$ cat config.mk
export PLATFORM = sky130hd
export DESIGN_NAME = pi_controller_anti_windup
export DESIGN_NICKNAME = d
export VERILOG_FILES = /design/src/pac_pkg.sv /design/src/pi_controller_anti_windup.sv /design/src/pac_ctrl.sv /design/src/pac_datapath.sv
export SDC_FILE = /design/constraint.sdc
export NUM_CORES = 2
export LEC_CHECK = 0
export BUFFER_PORTS_ARGS = -buffer_cell sky130_fd_sc_hd__buf_2
export CORE_AREA = 4 4 283 285
export CTS_BUF_LIST = sky130_fd_sc_hd__clkbuf_4 sky130_fd_sc_hd__clkbuf_8
export DETAILED_ROUTE_END_ITERATION = 16
export DIE_AREA = 0 0 287 289
export PLACE_DENSITY = 0.68
export SYNTH_ARGS = -nofsm -noshare
export SYNTH_HDL_FRONTEND = slang
export SYNTH_SLANG_ARGS = --single-unit
$ cat constraint.sdc
create_clock -name clk -period 11.75 [get_ports clk]
set_input_delay 1.7625 -clock clk [delete_from_list [all_inputs] [get_ports clk]]
set_output_delay 1.7625 -clock clk [all_outputs]
set_load 0.05 [all_outputs]
$ cat src/pac_pkg.sv
// Package for the PI controller: shared widths, register indexes, state and command types.
package pac_pkg;

    localparam int DATA_W  = 16;
    localparam int PROD_W  = 32;
    localparam int SUM_W   = 33;
    localparam int SHIFT_W = 5;
    localparam int IDX_W   = 3;

    localparam logic [IDX_W-1:0] REG_PROP_GAIN   = 3'd0;
    localparam logic [IDX_W-1:0] REG_INTEG_GAIN  = 3'd1;
    localparam logic [IDX_W-1:0] REG_OUT_LOWER   = 3'd2;
    localparam logic [IDX_W-1:0] REG_OUT_UPPER   = 3'd3;
    localparam logic [IDX_W-1:0] REG_SCALE_SHIFT = 3'd4;

    localparam logic [SHIFT_W-1:0] SHIFT_TO_ZERO = 5'd31;

    localparam logic signed [DATA_W-1:0] OUT_LOWER_RESET = 16'sh8000;
    localparam logic signed [DATA_W-1:0] OUT_UPPER_RESET = 16'sh7FFF;
    localparam logic signed [DATA_W-1:0] ERR_MAX  = 16'sh7FFF;
    localparam logic signed [DATA_W-1:0] ERR_MIN  = 16'sh8000;
    localparam logic signed [DATA_W-1:0] CAND_MAX = 16'sh7FFF;
    localparam logic signed [DATA_W-1:0] CAND_MIN = 16'sh8001;

    typedef enum logic [2:0] {
        ST_IDLE,
        ST_MUL,
        ST_SUM,
        ST_SCALE,
        ST_CLAMP
    } pac_state_t;

    typedef struct packed {
        logic load;
        logic use_integ;
        logic mul_en;
        logic sum_en;
        logic scale_en;
        logic integ_wr;
        logic out_load;
    } pac_cmd_t;

    typedef struct packed {
        logic store;
        logic out_free;
    } pac_status_t;

endpackage

$ cat src/pi_controller_anti_windup.sv
// Top level of the PI controller with conditional-integration anti-windup.
//
// Input channel: reference and feedback, taken when in_valid is high and in_stall low.
// Output channel: drive, delivered when out_valid is high and out_stall low.
// Configuration: cfg_we writes cfg_data into register cfg_index (0 proportional gain,
// 1 integral gain, 2 lower bound, 3 upper bound, 4 scale shift); unknown indexes are
// ignored. Write only while the block is idle.
// One transaction is processed at a time. After acceptance it passes through the MUL,
// SUM, SCALE and CLAMP states, and the result is registered in CLAMP when the candidate
// integral is kept; when it is rejected the shared multiply, sum, scale and clamp
// sequence runs a second time before the result is registered. The next input
// transaction is taken only in the idle state that follows, so a new item cannot enter
// before the last one's result is registered; the pair of 16x16 multipliers is reused by both passes.
// Reset clears the integrator to zero, restores the register defaults and empties
// the output register. If the receiver stalls, the finished result stays in the
// output register; the next item is still accepted and completes, then waits in its
// final step until the output register is free.
module pi_controller_anti_windup (
    input  logic                                 clk,
    input  logic                                 rst_n,
    input  logic                                 cfg_we,
    input  logic [pac_pkg::IDX_W-1:0]            cfg_index,
    input  logic [pac_pkg::DATA_W-1:0]           cfg_data,
    input  logic                                 in_valid,
    output logic                                 in_stall,
    input  logic signed [pac_pkg::DATA_W-1:0]    reference,
    input  logic signed [pac_pkg::DATA_W-1:0]    feedback,
    output logic                                 out_valid,
    input  logic                                 out_stall,
    output logic signed [pac_pkg::DATA_W-1:0]    drive
);
    import pac_pkg::*;

    pac_cmd_t    cmd;
    pac_status_t status;

    pac_ctrl u_ctrl (
        .clk      (clk),
        .rst_n    (rst_n),
        .in_valid (in_valid),
        .in_stall (in_stall),
        .status   (status),
        .cmd      (cmd)
    );

    pac_datapath u_datapath (
        .clk       (clk),
        .rst_n     (rst_n),
        .cfg_we    (cfg_we),
        .cfg_index (cfg_index),
        .cfg_data  (cfg_data),
        .reference (reference),
        .feedback  (feedback),
        .cmd       (cmd),
        .status    (status),
        .out_valid (out_valid),
        .out_stall (out_stall),
        .drive     (drive)
    );

endmodule

$ cat src/pac_ctrl.sv
// Controller state machine that sequences the PI datapath.
module pac_ctrl (
    input  logic                 clk,
    input  logic                 rst_n,
    input  logic                 in_valid,
    output logic                 in_stall,
    input  pac_pkg::pac_status_t status,
    output pac_pkg::pac_cmd_t    cmd
);
    import pac_pkg::*;

    pac_state_t state_reg, state_next;
    logic       second_reg, second_next;

    always_ff @(posedge clk or negedge rst_n)
    begin
        if (!rst_n)
        begin
            state_reg  <= ST_IDLE;
            second_reg <= 1'b0;
        end
        else
        begin
            state_reg  <= state_next;
            second_reg <= second_next;
        end
    end

    // Next state. A second pass recomputes the output from the old integrator.
    always_comb
    begin
        state_next  = state_reg;
        second_next = second_reg;
        case (state_reg)
            ST_IDLE:
            begin
                if (in_valid)
                begin
                    state_next  = ST_MUL;
                    second_next = 1'b0;
                end
            end
            ST_MUL:   state_next = ST_SUM;
            ST_SUM:   state_next = ST_SCALE;
            ST_SCALE: state_next = ST_CLAMP;
            ST_CLAMP:
            begin
                if (second_reg || status.store)
                begin
                    if (status.out_free)
                        state_next = ST_IDLE;
                end
                else
                begin
                    state_next  = ST_MUL;
                    second_next = 1'b1;
                end
            end
            default:  state_next = ST_IDLE;
        endcase
    end

    // Outputs.
    always_comb
    begin
        cmd      = '0;
        in_stall = 1'b1;
        case (state_reg)
            ST_IDLE:
            begin
                in_stall = 1'b0;
                cmd.load = in_valid;
            end
            ST_MUL:
            begin
                cmd.mul_en    = 1'b1;
                cmd.use_integ = second_reg;
            end
            ST_SUM:   cmd.sum_en   = 1'b1;
            ST_SCALE: cmd.scale_en = 1'b1;
            ST_CLAMP:
            begin
                if ((second_reg || status.store) && status.out_free)
                begin
                    cmd.out_load = 1'b1;
                    cmd.integ_wr = !second_reg;
                end
            end
            default:  cmd = '0;
        endcase
    end

endmodule

$ cat src/pac_datapath.sv
// Datapath of the PI controller: configuration registers, integrator, arithmetic and output register.
module pac_datapath (
    input  logic                                 clk,
    input  logic                                 rst_n,
    input  logic                                 cfg_we,
    input  logic [pac_pkg::IDX_W-1:0]            cfg_index,
    input  logic [pac_pkg::DATA_W-1:0]           cfg_data,
    input  logic signed [pac_pkg::DATA_W-1:0]    reference,
    input  logic signed [pac_pkg::DATA_W-1:0]    feedback,
    input  pac_pkg::pac_cmd_t                    cmd,
    output pac_pkg::pac_status_t                 status,
    output logic                                 out_valid,
    input  logic                                 out_stall,
    output logic signed [pac_pkg::DATA_W-1:0]    drive
);
    import pac_pkg::*;

    logic signed [DATA_W-1:0]  prop_gain_reg, integ_gain_reg;
    logic signed [DATA_W-1:0]  out_lower_reg, out_upper_reg;
    logic [SHIFT_W-1:0]        scale_shift_reg;
    logic signed [DATA_W-1:0]  integ_reg;
    logic signed [DATA_W-1:0]  err_reg, cand_reg;
    logic signed [PROD_W-1:0]  prod_p_reg, prod_i_reg;
    logic signed [SUM_W-1:0]   sum_reg, scaled_reg;
    logic signed [DATA_W-1:0]  drive_reg;
    logic                      out_valid_reg;

    logic signed [DATA_W:0]    diff, cand_sum;
    logic signed [DATA_W-1:0]  err_next, cand_next, op_i;
    logic [SUM_W-1:0]          mag, shifted;
    logic signed [SUM_W-1:0]   scaled_next, lower_ext, upper_ext;
    logic                      below, above, err_pos;
    logic signed [DATA_W-1:0]  clamped;

    always_ff @(posedge clk or negedge rst_n)
    begin
        if (!rst_n)
        begin
            prop_gain_reg   <= '0;
            integ_gain_reg  <= '0;
            out_lower_reg   <= OUT_LOWER_RESET;
            out_upper_reg   <= OUT_UPPER_RESET;
            scale_shift_reg <= '0;
        end
        else if (cfg_we)
        begin
            case (cfg_index)
                REG_PROP_GAIN:   prop_gain_reg   <= cfg_data;
                REG_INTEG_GAIN:  integ_gain_reg  <= cfg_data;
                REG_OUT_LOWER:   out_lower_reg   <= cfg_data;
                REG_OUT_UPPER:   out_upper_reg   <= cfg_data;
                REG_SCALE_SHIFT: scale_shift_reg <= cfg_data[SHIFT_W-1:0];
                default:         ;
            endcase
        end
    end

    // Saturated error and the clamped candidate integral.
    always_comb
    begin
        diff = {reference[DATA_W-1], reference} - {feedback[DATA_W-1], feedback};
        if (diff > $signed({ERR_MAX[DATA_W-1], ERR_MAX}))
            err_next = ERR_MAX;
        else if (diff < $signed({ERR_MIN[DATA_W-1], ERR_MIN}))
            err_next = ERR_MIN;
        else
            err_next = diff[DATA_W-1:0];

        cand_sum = {integ_reg[DATA_W-1], integ_reg} + {err_next[DATA_W-1], err_next};
        if (cand_sum < $signed({CAND_MIN[DATA_W-1], CAND_MIN}))
            cand_next = CAND_MIN;
        else if (cand_sum > $signed({CAND_MAX[DATA_W-1], CAND_MAX}))
            cand_next = CAND_MAX;
        else
            cand_next = cand_sum[DATA_W-1:0];
    end

    assign op_i = cmd.use_integ ? integ_reg : cand_reg;

    // The magnitude is shifted so that negative values truncate toward zero.
    always_comb
    begin
        mag     = sum_reg[SUM_W-1] ? SUM_W'(-sum_reg) : SUM_W'(sum_reg);
        shifted = mag >> scale_shift_reg;
        if (scale_shift_reg == SHIFT_TO_ZERO)
            scaled_next = '0;
        else if (sum_reg[SUM_W-1])
            scaled_next = -$signed(shifted);
        else
            scaled_next = $signed(shifted);
    end

    // Clamp, lower bound first, and the integrator hold decision.
    always_comb
    begin
        lower_ext = {{(SUM_W-DATA_W){out_lower_reg[DATA_W-1]}}, out_lower_reg};
        upper_ext = {{(SUM_W-DATA_W){out_upper_reg[DATA_W-1]}}, out_upper_reg};
        below     = scaled_reg < lower_ext;
        above     = scaled_reg > upper_ext;
        err_pos   = !err_reg[DATA_W-1] && (err_reg != '0);
        if (below)
            clamped = out_lower_reg;
        else if (above)
            clamped = out_upper_reg;
        else
            clamped = scaled_reg[DATA_W-1:0];
        status.store = (!below && !above) || (integ_gain_reg == '0)
                     || (above && err_reg[DATA_W-1]) || (below && err_pos);
        status.out_free = !out_valid_reg || !out_stall;
    end

    always_ff @(posedge clk or negedge rst_n)
    begin
        if (!rst_n)
        begin
            integ_reg     <= '0;
            out_valid_reg <= 1'b0;
        end
        else
        begin
            if (cmd.integ_wr)
                integ_reg <= cand_reg;
            if (cmd.out_load)
                out_valid_reg <= 1'b1;
            else if (!out_stall)
                out_valid_reg <= 1'b0;
        end
    end

    always_ff @(posedge clk)
    begin
        if (cmd.load)
        begin
            err_reg  <= err_next;
            cand_reg <= cand_next;
        end
        if (cmd.mul_en)
        begin
            prod_p_reg <= prop_gain_reg * err_reg;
            prod_i_reg <= integ_gain_reg * op_i;
        end
        if (cmd.sum_en)
            sum_reg <= {prod_p_reg[PROD_W-1], prod_p_reg}
                     + {prod_i_reg[PROD_W-1], prod_i_reg};
        if (cmd.scale_en)
            scaled_reg <= scaled_next;
        if (cmd.out_load)
            drive_reg <= clamped;
    end

    assign out_valid = out_valid_reg;
    assign drive     = drive_reg;

endmodule
After elaboration in Yosys (flattened, before gate mapping)
Index checks and enable logic that the tools add are counted.
Widths: inputs -> output; s select.
- add/subtract/negate cells: 5
- multiply operators: 2
- magnitude comparators: 6
- equality and inequality tests: 13
- shifts and indexed selects: 1
- muxes and demuxes: 24
- reduce and logical (&&, ||, !) cells: 29
- operator list (operator ; count):
    $mux 16 ; 6
    $mux 33 ; 2
    $neg 33->33 ; 2
    $mul 16x16->32 ; 2
    $gt 17x16->1 const B ; 2
    $lt 17x16->1 const B ; 2
    $add 32x32->33 ; 1
    $gt 33x16->1 ; 1
    $lt 33x16->1 ; 1
    $shr 33x5->33 ; 1
    $add 16x16->17 ; 1
    $sub 16x16->17 ; 1
    $logic_not 16->1 ; 1
    $reduce_bool 16->1 ; 1
    $pmux 3 s5 ; 1
    $eq 3x2->1 const B ; 4
    $reduce_and 2->1 ; 6
    $mux 3 ; 3
    $mux 1 ; 8
    $eq 3x1->1 const B ; 2
    $eq 3x3->1 const B ; 2
    $logic_not 1->1 ; 6
    $logic_not 3->1 ; 2
    $mux 2 ; 3
    other kinds (10) ; 19
- register bits: 268
- bits of input ports: 56
- output and inout bits: 18

Logic depth before layout (Yosys ltp)
- depth after elaboration: 11
- depth in mapped cells: 32
- mapped depth without buffers: 30

Hierarchy
From an unflattened synthesis, not the netlist that was laid out.
- cells, all modules: 4102
- area, all modules: 38578.2 µm²
- modules (own cells, without submodules) (module ; times used ; cells an instance ; area an instance (µm²) ; sequential area each (µm²)):
    pac_datapath ; 1 ; 4073 ; 38298.0 ; 7517.2
    pac_ctrl ; 1 ; 29 ; 280.3 ; 100.1

Worst setup path after synthesis
OpenSTA, ideal clock, no wires.
- path kind: reg2reg
- start point: register u_ctrl.state_reg[2]
- end point: register u_datapath.prod_i_reg[31] (data pin)
- arrival time: 12014 ps
- required time: 11491 ps
- slack: -523 ps
- stages on the path, launching flop included: 28
- path buffers: 3
- period minus slack after synthesis: 12273 ps
- cells stage by stage: dfrtp_1 > nor3b_1 > and2_1 > clkbuf_1 > buf_1 > mux2_2 > clkbuf_1 > nand2_1 > fa_1 > inv_1 > fa_1 > inv_1 > fa_1 > inv_1 > fa_1 > inv_1 > fa_1 > inv_1 > fa_1 > ha_1 > or3_1 > o211ai_1 > a31oi_1 > a211o_1 > a211oi_1 > o21bai_1 > a21oi_1 > xnor2_1
- cells in the longest elaborated chain, start to end: 4
- RTL lines (element ; line ; RTL):
    start: declaration ; pac_ctrl.sv:12 ; pac_state_t state_reg, state_next;
    start signal: assignment ; pac_ctrl.sv:24 ; state_reg <= state_next;
    $eq 3x1->1 ; pac_ctrl.sv:68 ; case (state_reg)
    $mux 2 ; pac_ctrl.sv:68 ;
    $mux 16 ; pac_datapath.sv:78 ; assign op_i = cmd.use_integ ? integ_reg : cand_reg;
    $mul 16x16->32 ; pac_datapath.sv:140 ; prod_i_reg <= integ_gain_reg * op_i;
    end signal: assignment ; pac_datapath.sv:140 ;
    end: declaration ; pac_datapath.sv:23 ; logic signed [PROD_W-1:0] prod_p_reg, prod_i_reg;
Every way passes these cells.
A chain may end at the register's enable or synchronous reset.

Worst setup path after layout
Same ends and word-level chain as after synthesis.

==> flow_summary_export.csv <==
group,metric,value,unit
synthesis,ys_ff_latch,268,
die,rows,102,
timing,slew_headroom,25.87,%
detailed_routing,vias,29520,
finish,postLayoutCellArea,40940,um2
setup_path,end_kind,"register",
die,initial_utilization,49.69,%
timing,max_freq,123.3,MHz
die,pin_count,74,
clock_network,clockRootBuffer,"clkbuf_8",
setup_path,path_class,"register to register",
clock_network,cts_made_buffers,49,
setup_path,worst_setup_path_start_kind,"register",
synthesis,seq_area_frac_synth,19.82,%
setup_path,cp.required,12110,ps
setup_path,path_buf_inv,4,
timing,skew,72.07,ps
clock_network,postCtsSetupRepairBufs,0,
synthesis,syn_avg_cell_area,9.414,um2
timing,tightestPinTransition,1102,ps
setup_path,path_common_cell,"fa_1",
setup_path,slowest_delay,670,ps
detailed_routing,drc,0,
detailed_routing,drtPass1Iterations,6,
global_routing,grt.total_usage,25.08,%
timing,setup_violations,0,
synthesis,syn_nets,4960,
timing,fin_crit_sh,69.02,%
clock_network,cts_tree,"done",
detailed_routing,postRouteAntennaNets,0,
finish,area_delta_synth_final,6.538,%
die,die-area,82940,um2
placement,port_buffers,73,
clock_network,clock_latency,660,ps
die,die-height,289,um
clock_network,clkSlewWorstSetupHoldPaths,60,ps
synthesis,yosys.area.top_type,"fa_1",
die,die_x,287,um
run_status,outcome,"finished, final reports clean",
timing,hold_viol,0,
synthesis,netlist_area,38430,um2
synthesis,synth-main-ff-cell,"edfxtp_1",
clock_network,post_cts_resized,0,
setup_path,slowest_stage,"and2_1",
detailed_routing,drt-initial-drc-count,2195,
synthesis,synth_warnings,0,
global_routing,first_global_vias,30330,
clock_network,clock_sinks,268,
setup_path,cp_top_family,"adder cells",
job,drv_cap,0,
synthesis,synthArstFlopShare,33.58,%
synthesis,synth_cell_types,96,
die,core,77340,um2
detailed_routing,wl_per_cell,19.77,um
finish,final_nets,4971,
placement,place_congestion,0.9434,
synthesis,synth_edf_count,178,
global_routing,grt_pass1_wl,165300,um
global_routing,grt_max_degree,69,
detailed_routing,wl,102300,um
synthesis,ys_top_cells_by_area,"fa_1 (28%), edfxtp_1 (14%), ha_1 (9.6%), inv_1 (6.4%), dfrtp_1 (4.8%)",
synthesis,synth_top_area_share,27.51,%
clock_network,htreeDepth,2,
setup_path,path_max_fanout,16,
placement,dpl_cell_area,39920,um2
timing,drv_slew,0,
global_routing,overflow,0,
timing,fin_setup_tns,0,ps
detailed_routing,avgViaCountPerCell,5.704,
clock_network,ctsHoldBuffers,0,
setup_path,worstPathArrival,8470,ps
placement,dp.final_hpwl,79640,um
global_routing,antenna_found_initial,7,
placement,pre_cts_ws,3203,ps
timing,worst_slack,3640,ps
timing,grt_setup_unrepaired,"no",
synthesis,postSynthCellCount,4082,
timing,period_minus_slack,8110,ps
min_path,hold_path.class,"register to register",
finish,drive_gt1_share,9.606,%
clock_network,cts.path.max_buffers,3,
per-layer routing:
layer  part of all wire, %  vias up  global-route usage (%)
li1                      -    13570                       -
met1                    41    14710                   33.12
met2                    48     1030                   42.57
met5                     0        -                       0
met4                   3.8        0                   9.076
met3                   6.4      221                   3.336
kinds of logic (layout without fill, tap and decap cells):
kind of cell / Yosys count / after routing / synth area share, %
buf+inv: 820 / 871 / 8.032
compound gates: 616 / 616 / 10.71
flops: 268 / 268 / 19.82
fa+ha+maj: 827 / 827 / 37.21
other cells: 0 / 3 / 0
mux: 150 / 150 / 4.434
xor+xnor: 143 / 143 / 3.259
simple gates: 1258 / 1258 / 16.53
cells in the mapped netlist, types with 9 or more instances:
cell and instances:
inv_1 654, mux2_2 91, o31ai_1 24, dfstp_2 16, o21a_1 23, edfxtp_1 178
ha_1 294, o21bai_1 14, or4_1 14, or2_2 35, and3_1 25, o41ai_1 12
nor3_1 70, o21ai_0 117, nor4_1 28, clkbuf_1 147, nor2b_1 91, o211ai_1 18
a21o_1 41, o2111ai_1 12, buf_1 10, a211oi_1 23, o31a_1 12, dfrtp_1 74
xnor2_1 109, o22ai_1 9, and2_1 179, nor2_1 207, nand2_1 412, nand2b_1 48
a21oi_1 165, mux2i_1 51, xor2_1 34, a211o_1 14, nand4_1 24, or3_1 29
fa_1 528, a31oi_1 24, nand3_1 52
worst paths after layout:
path / slack (ps) / endpoint / startpoint / cells past startpoint
worst min register to register: 510 / u_datapath.integ_reg[14] / u_datapath.cand_reg[14] / 1
min in group asynchronous: 1030 / u_datapath.integ_reg[7] / rst_n / 1
max in group asynchronous: 9410 / u_datapath.scale_shift_reg[0] / rst_n / 2
worst max-delay path: 3640 / u_datapath.prod_i_reg[31] / u_ctrl.state_reg[2] / 27
worst min-delay path: 510 / u_datapath.integ_reg[14] / u_datapath.cand_reg[14] / 1
worst max register to register: 3640 / u_datapath.prod_i_reg[31] / u_ctrl.state_reg[2] / 27
cell usage in the layout, fill, tap and decap left out, drive strengths merged, types with 69 or more instances in the layout:
master  instances
o21ai         120
nand2         412
a21oi         165
nor2b          91
inv           656
xnor2         109
clkbuf         69
nor3           71
mux2           92
nor2          208
edfxtp        178
dfrtp          74
ha            294
and2          179
fa            528
buf           124
metrics by stage:
| step | instances | utilization [%] | hold WS (ps) |
|---|---|---|---|
| 4_1_cts | 5173 | 52.93 | 511.8 |
| 3_5_place_dp | 5082 | 51.61 | 500.9 |
| 3_3_place_gp | 5082 | 51.61 | 493.4 |
| 2_1_floorplan | 4082 | - | 476.7 |
| 5_1_grt | 5174 | 52.93 | 532.0 |
| 6_report | 5176 | 52.94 | 507.8 |
final cells by class:
cell class,count,area (um2)
tap,1040,1301
timing repair buffer,124,750.7
clock buffer,69,855.8
inverter,656,2462
sequential,268,7619
clock inverter,22,162.7
fill,7068,36400
multi-input combinational,2994,27780
antenna,3,7.507
Power is left out: the tool's default activity adds up to more than one toggle a clock period on the data nets, which glitch-free logic cannot reach.
